<file path="src/hdl/pir_pkg.sv">
package pir_pkg;

    // Square root unit geometry: a 64-bit radicand gives a 32-bit floor root
    localparam int ISQ_IN_W   = 64;
    localparam int ISQ_ROOT_W = ISQ_IN_W / 2;
    localparam int ISQ_REM_W  = ISQ_ROOT_W + 2;
    localparam int ISQ_STEPS  = 2;
    localparam int ISQ_STAGES = ISQ_ROOT_W / ISQ_STEPS;

    // Sum of three squared 33-bit magnitudes
    localparam int D2_W = 66;

    localparam logic signed [31:0] LEN_RESET    = 32'sd66;
    localparam logic        [30:0] RADIUS_RESET = 31'd66;

    typedef enum logic [1:0] {
        OP_INSIDE     = 2'd0,
        OP_TOUCH      = 2'd1,
        OP_TOUCH_AXIS = 2'd2
    } op_t;

    typedef enum logic [1:0] {
        SHAPE_BOX    = 2'd0,
        SHAPE_CYL    = 2'd1,
        SHAPE_SPHERE = 2'd2
    } shape_t;

    typedef enum logic [3:0] {
        CFG_SHAPE_KIND = 4'd0,
        CFG_POS_X      = 4'd1,
        CFG_POS_Y      = 4'd2,
        CFG_POS_Z      = 4'd3,
        CFG_LEN_X      = 4'd4,
        CFG_LEN_Y      = 4'd5,
        CFG_LEN_Z      = 4'd6,
        CFG_RADIUS     = 4'd7
    } cfg_idx_t;

    typedef enum logic [1:0] {
        AXIS_X    = 2'd0,
        AXIS_Y    = 2'd1,
        AXIS_Z    = 2'd2,
        AXIS_NONE = 2'd3
    } axis_t;

    // Per-transaction data that rides alongside the square root unit
    typedef struct packed {
        logic            op_ok;
        logic            is_sphere;
        logic            early_hit;
        logic            use_sqrt;
        logic [30:0]     m_s;
        logic [D2_W-1:0] d2;
    } sph_side_t;

    typedef struct packed {
        logic [ISQ_IN_W-1:0]   x;
        logic [ISQ_REM_W-1:0]  rem;
        logic [ISQ_ROOT_W-1:0] root;
    } isq_state_t;

    // One digit-by-digit square root step: consume two radicand bits,
    // resolve one root bit
    function automatic isq_state_t isq_step(input isq_state_t s);
        isq_state_t           r;
        logic [ISQ_REM_W+1:0] work;
        logic [ISQ_REM_W+1:0] trial;
        work  = {s.rem, s.x[ISQ_IN_W-1 -: 2]};
        trial = (ISQ_REM_W + 2)'({s.root, 2'b01});
        r.x   = {s.x[ISQ_IN_W-3:0], 2'b00};
        if (work >= trial)
        begin
            r.rem  = ISQ_REM_W'(work - trial);
            r.root = {s.root[ISQ_ROOT_W-2:0], 1'b1};
        end
        else
        begin
            r.rem  = ISQ_REM_W'(work);
            r.root = {s.root[ISQ_ROOT_W-2:0], 1'b0};
        end
        return r;
    endfunction

endpackage

</file>
<file path="src/hdl/pir_isqrt.sv">
module pir_isqrt
    import pir_pkg::*;
(
    input  logic                  clk,
    input  logic                  rst_n,
    input  logic                  in_valid,
    output logic                  in_ready,
    input  logic [ISQ_IN_W-1:0]   in_x,
    input  sph_side_t             in_side,
    output logic                  out_valid,
    input  logic                  out_ready,
    output logic [ISQ_ROOT_W-1:0] out_root,
    output sph_side_t             out_side
);

    logic              valid_reg [ISQ_STAGES];
    isq_state_t        st_reg    [ISQ_STAGES];
    sph_side_t         side_reg  [ISQ_STAGES];
    logic [ISQ_STAGES:0] stage_ready;

    assign stage_ready[ISQ_STAGES] = out_ready;

    genvar s;
    for (s = 0; s < ISQ_STAGES; s++)
    begin : g_stage
        logic       valid_src;
        isq_state_t state_src;
        isq_state_t stage_next;
        sph_side_t  side_src;

        if (s == 0)
        begin : g_first
            assign valid_src = in_valid;
            assign state_src = '{x: in_x, rem: '0, root: '0};
            assign side_src  = in_side;
        end
        else
        begin : g_rest
            assign valid_src = valid_reg[s-1];
            assign state_src = st_reg[s-1];
            assign side_src  = side_reg[s-1];
        end

        // advance when empty or when the next stage takes our transaction
        assign stage_ready[s] = !valid_reg[s] || stage_ready[s+1];

        always_comb
        begin
            stage_next = state_src;
            for (int k = 0; k < ISQ_STEPS; k++)
            begin
                stage_next = isq_step(stage_next);
            end
        end

        always_ff @(posedge clk or negedge rst_n)
        begin
            if (!rst_n)
            begin
                valid_reg[s] <= 1'b0;
            end
            else if (stage_ready[s])
            begin
                valid_reg[s] <= valid_src;
            end
        end

        always_ff @(posedge clk)
        begin
            if (stage_ready[s])
            begin
                st_reg[s]   <= stage_next;
                side_reg[s] <= side_src;
            end
        end
    end

    assign in_ready  = stage_ready[0];
    assign out_valid = valid_reg[ISQ_STAGES-1];
    assign out_root  = st_reg[ISQ_STAGES-1].root;
    assign out_side  = side_reg[ISQ_STAGES-1];

    // final remainder of a floor root never exceeds twice the root
    a_rem_bound: assert property (@(posedge clk) disable iff (!rst_n)
        out_valid |-> (st_reg[ISQ_STAGES-1].rem <= {1'b0, out_root, 1'b0}))
        else $error("square root remainder out of range");

    a_out_hold: assert property (@(posedge clk) disable iff (!rst_n)
        (out_valid && !out_ready) |=> (out_valid && $stable(out_root)))
        else $error("square root result lost while held");

endmodule

</file>
<file path="config.mk">
export PLATFORM = sky130hd
export DESIGN_NAME = pir_isqrt
export DESIGN_NICKNAME = d
export VERILOG_FILES = /design/src/hdl/pir_pkg.sv /design/src/hdl/pir_isqrt.sv
export SDC_FILE = /design/constraint.sdc
export NUM_CORES = 2
export LEC_CHECK = 0
export BUFFER_PORTS_ARGS = -buffer_cell sky130_fd_sc_hd__buf_2
export CAP_MARGIN = 10
export CORE_MARGIN = 2
export CORE_UTILIZATION = 50
export DETAILED_ROUTE_END_ITERATION = 16
export PLACE_DENSITY = 0.68
export SETUP_SLACK_MARGIN = 0.02
export SYNTH_ARGS = -nofsm -noshare
export SYNTH_HDL_FRONTEND = slang
export SYNTH_SLANG_ARGS = --single-unit
</file>
<file path="constraint.sdc">
create_clock -name clk -period 28.4 [get_ports clk]
set_input_delay 1.42 -clock clk [delete_from_list [all_inputs] [get_ports clk]]
set_output_delay 1.42 -clock clk [all_outputs]
set_load 0.05 [all_outputs]
</file>
==> reports/qor.csv <==
stage,metric,value,unit
status,status,finished clean,
clock_network,TritonCTS clock tree,built,
power,peak supply drop,0.0602,mV
sta,RSZ-0062 raised after global routing,no,
clock_network,Sink Count,2871,
placed_design,post-DP HPWL,225000,um
cells_and_area,max reg flops,1616,
clock_network,"Clk Latency, worst-skew pair",0.88,ns
synth,post-synthesis cell count,9726,
clock_network,htree depth,5,
clock_network,CTS Buffer Depth,4,
clock_network,Hold Buf Count CTS,0,
worst_hold_path,Worst Hold End,side_reg[0][386],
detailed_routing,Post-DRT Antenna Nets,0,
critical_path,Crit Path Max Fanout,39,
global_routing,global route total overflow,0,
detailed_routing,final WL,307000,um
sta,Tmin final,7.68,ns
critical_path,CP endpoint kind,flip-flop,
sta,worst slew pin tran,1.20,ns
clock_network,post-CTS setup buffers,0,
critical_path,RR Startpoint,st_reg[1][401],
cells_and_area,Final #Nets,10919,
clock_network,root buf cell,clkbuf_16,
critical_path,Worst EP required,28.98,ns
floorplan,Initial Utilization,0.503,
worst_hold_path,worst hold start,side_reg[0][285],
synth,Unique masters post-synth,120,
synth,Syn Area/Cell,13.4,um2
synth,dominant synthesized flop cell,edfxtp_1,
synth,Syn. warnings,0,
synth,sequential area share after synthesis,0.659,
worst_hold_path,HP Class,flip-flop to flip-flop,
power,P_leak,57.1,nW
placed_design,Place WS,20.70,ns
power,Power per Cell Area,87.9,nW/um2
critical_path,Setup crit start,st_reg[1][401],
detailed_routing,DR DRC count,0,
global_routing,vias in the first global route,77552,
sta,Max transition margin,0.188,
cells_and_area,fraction of layout cells with a size suffix above 1,0.104,
sta,Setup Skew,0.100,ns
sta,Tcrit/Tclk final,0.270,
detailed_routing,Vias,78937,
critical_path,"Data arrival, critical path",8.26,ns
clock_network,Worst-path clk slew,0.06,ns
critical_path,CP Class,flip-flop to flip-flop,
critical_path,r2r endpoint,st_reg[1][569],
synth,Syn Std Cell Area,131000,um2
floorplan,Die W,515,um
detailed_routing,WL per Instance,22.2,um
clock_network,PostCTS Resize Cnt,0,
synth,top-area cell type share of the netlist area,0.656,
floorplan,Ports,304,
placed_design,GP Congestion,0.970,
detailed_routing,post-detailed-route via-to-cell ratio,5.71,
floorplan,Die ar.,265000,um2
sta,Final Hold Viols,0,
placed_design,IO Port Bufs,303,
synth,Post-synth ARST share,0.00557,
synth,"EDFF count, synth",2855,
sta,post-route setup TNS,0,ns
critical_path,R2R depth,23,
critical_path,R2R Setup Slk,20.72,ns
synth,Area contributors post-synth,"edfxtp_1, ha_1, xnor2_1",
floorplan,Die Ht,515,um
critical_path,Startpoint Class,flip-flop,
global_routing,initial antenna violation count,15,
sta,Worst Slack Setup Final,20.72,ns
floorplan,row count,187,
cells_and_area,fill count,20773,
sta,Setup-failing EPs final,0,
sta,fmax,0.130,GHz
sta,Final Max Tran Viols,0,
synth,"area leader, netlist",edfxtp_1,
clock_network,CTS buffer count,305,
detailed_routing,DR pass1 iterations,6,
synth,register bit count reported by yosys,2871,
detailed_routing,DRT iter0 DRCs,6674,
cells_and_area,area grow syn2layout,11.7,%
global_routing,largest net degree at the start of global routing,124,
floorplan,core footprint,260000,um2
flow_run,maxcap violations,0,
global_routing,global-route wire length before repair,465000,um
global_routing,gr usage total,0.228,
cells_and_area,Final Util,0.562,
worst_hold_path,worst hold path depth,0,
==> through the flow <==
stage / instance area (um2) / hold WS, ns / cells / power (mW)
6_report: 146000 / 0.334 / 13835 / 12.8
5_1_grt: 146000 / 0.342 / 13833 / 13.4
4_1_cts: 146000 / 0.325 / 13830 / 12.9
3_5_place_dp: 136000 / 0.405 / 13287 / 9.04
3_3_place_gp: 136000 / 0.400 / 13287 / 9.00
2_1_floorplan: 131000 / 0.400 / 9728 / 8.18
==> cells by family (layout without fill, tap and decap cells) <==
kind of cell | count (synthesis) | after routing | share of synthesized area
compound gates | 2065 | 2065 | 0.102
xor+xnor | 783 | 783 | 0.0525
fa+ha+maj | 558 | 558 | 0.0534
buf+inv | 710 | 1410 | 0.0210
flops | 2871 | 2871 | 0.659
mux | 123 | 123 | 0.0105
other cells | 1 | 8 | 0.0000287
simple gates | 2615 | 2615 | 0.101
==> how the worst max path moves through the flow <==
stage / endpoint / slack, ns / cells after the start
3_3_place_gp: st_reg[1][569] / 20.78 / 23
2_1_floorplan: side_reg[0][0] / 9.77 / 9
6_report: st_reg[1][569] / 20.72 / 23
5_1_grt: st_reg[1][569] / 20.10 / 23
3_5_place_dp: in_ready / 20.70 / 12
4_1_cts: in_ready / 20.65 / 12
==> layout by cell type, fill, tap and decap left out, types with 87 or more instances in the layout <==
master	n
a21oi_1	689
inv_1	469
nand2b_1	97
edfxtp_1	2855
o21a_1	87
xnor2_1	490
o21ai_0	375
ha_1	558
a21o_1	253
xor2_1	293
nand4_1	144
nor3_1	177
nand2_1	646
buf_2	303
clkbuf_16	310
nand3_1	220
nor2_1	673
mux2_2	99
==> final cells by class <==
type | instances | area [um2] | area share
sequential | 2871 | 86100 | 0.590
multi-input combinational | 6147 | 41900 | 0.287
clock buffer | 374 | 8070 | 0.0553
tap | 3402 | 4260 | 0.0292
timing repair buffer | 380 | 2130 | 0.0146
inverter | 487 | 1870 | 0.0128
clock inverter | 169 | 1570 | 0.0108
antenna | 5 | 12.5 | 0.0000857
==> Yosys cell counts (144+ instances only) <==
| library cell | count |
|---|---|
| a21oi_1 | 689 |
| nand2_1 | 653 |
| xnor2_1 | 490 |
| clkbuf_1 | 165 |
| edfxtp_1 | 2855 |
| nand3_1 | 223 |
| inv_1 | 475 |
| a21o_1 | 253 |
| xor2_1 | 293 |
| nor2_1 | 673 |
| nor3_1 | 178 |
| nand4_1 | 144 |
| ha_1 | 558 |
| o21ai_0 | 375 |
==> routing by layer <==
metal | track usage | share of wire
met5 | 0 | 0
met4 | 0.0921 | 0.043
met3 | 0.0260 | 0.045
met2 | 0.381 | 0.48
met1 | 0.304 | 0.43
==> where the power goes <==
part           leakage [nW]  switching (mW)  internal [mW]
registers              29.3           0.453           5.64
logic                  23.0            1.84           1.07
clock network          4.69            1.60           2.22
==> critical path, cell delays in order, from the launching register on <==
cell,delay (ns)
edfxtp_1,0.38
inv_1,0.08
ha_1,0.41
nor3b_1,0.39
nand4_1,0.32
nor4_1,0.37
a21boi_1,0.59
or3_1,0.19
buf_4,0.31
inv_2,0.29
nand2_1,0.13
o21ai_0,0.14
ha_1,0.43
and3_1,0.21
nand3_1,0.14
or3_1,0.42
or3_1,0.36
nor3_1,0.26
o41ai_2,0.16
o21ai_0,0.28
nand2b_1,0.17
nand2b_2,0.69
or4b_1,0.52
xor2_1,0.15
No activity file was read; power rests on OpenSTA's default activity.
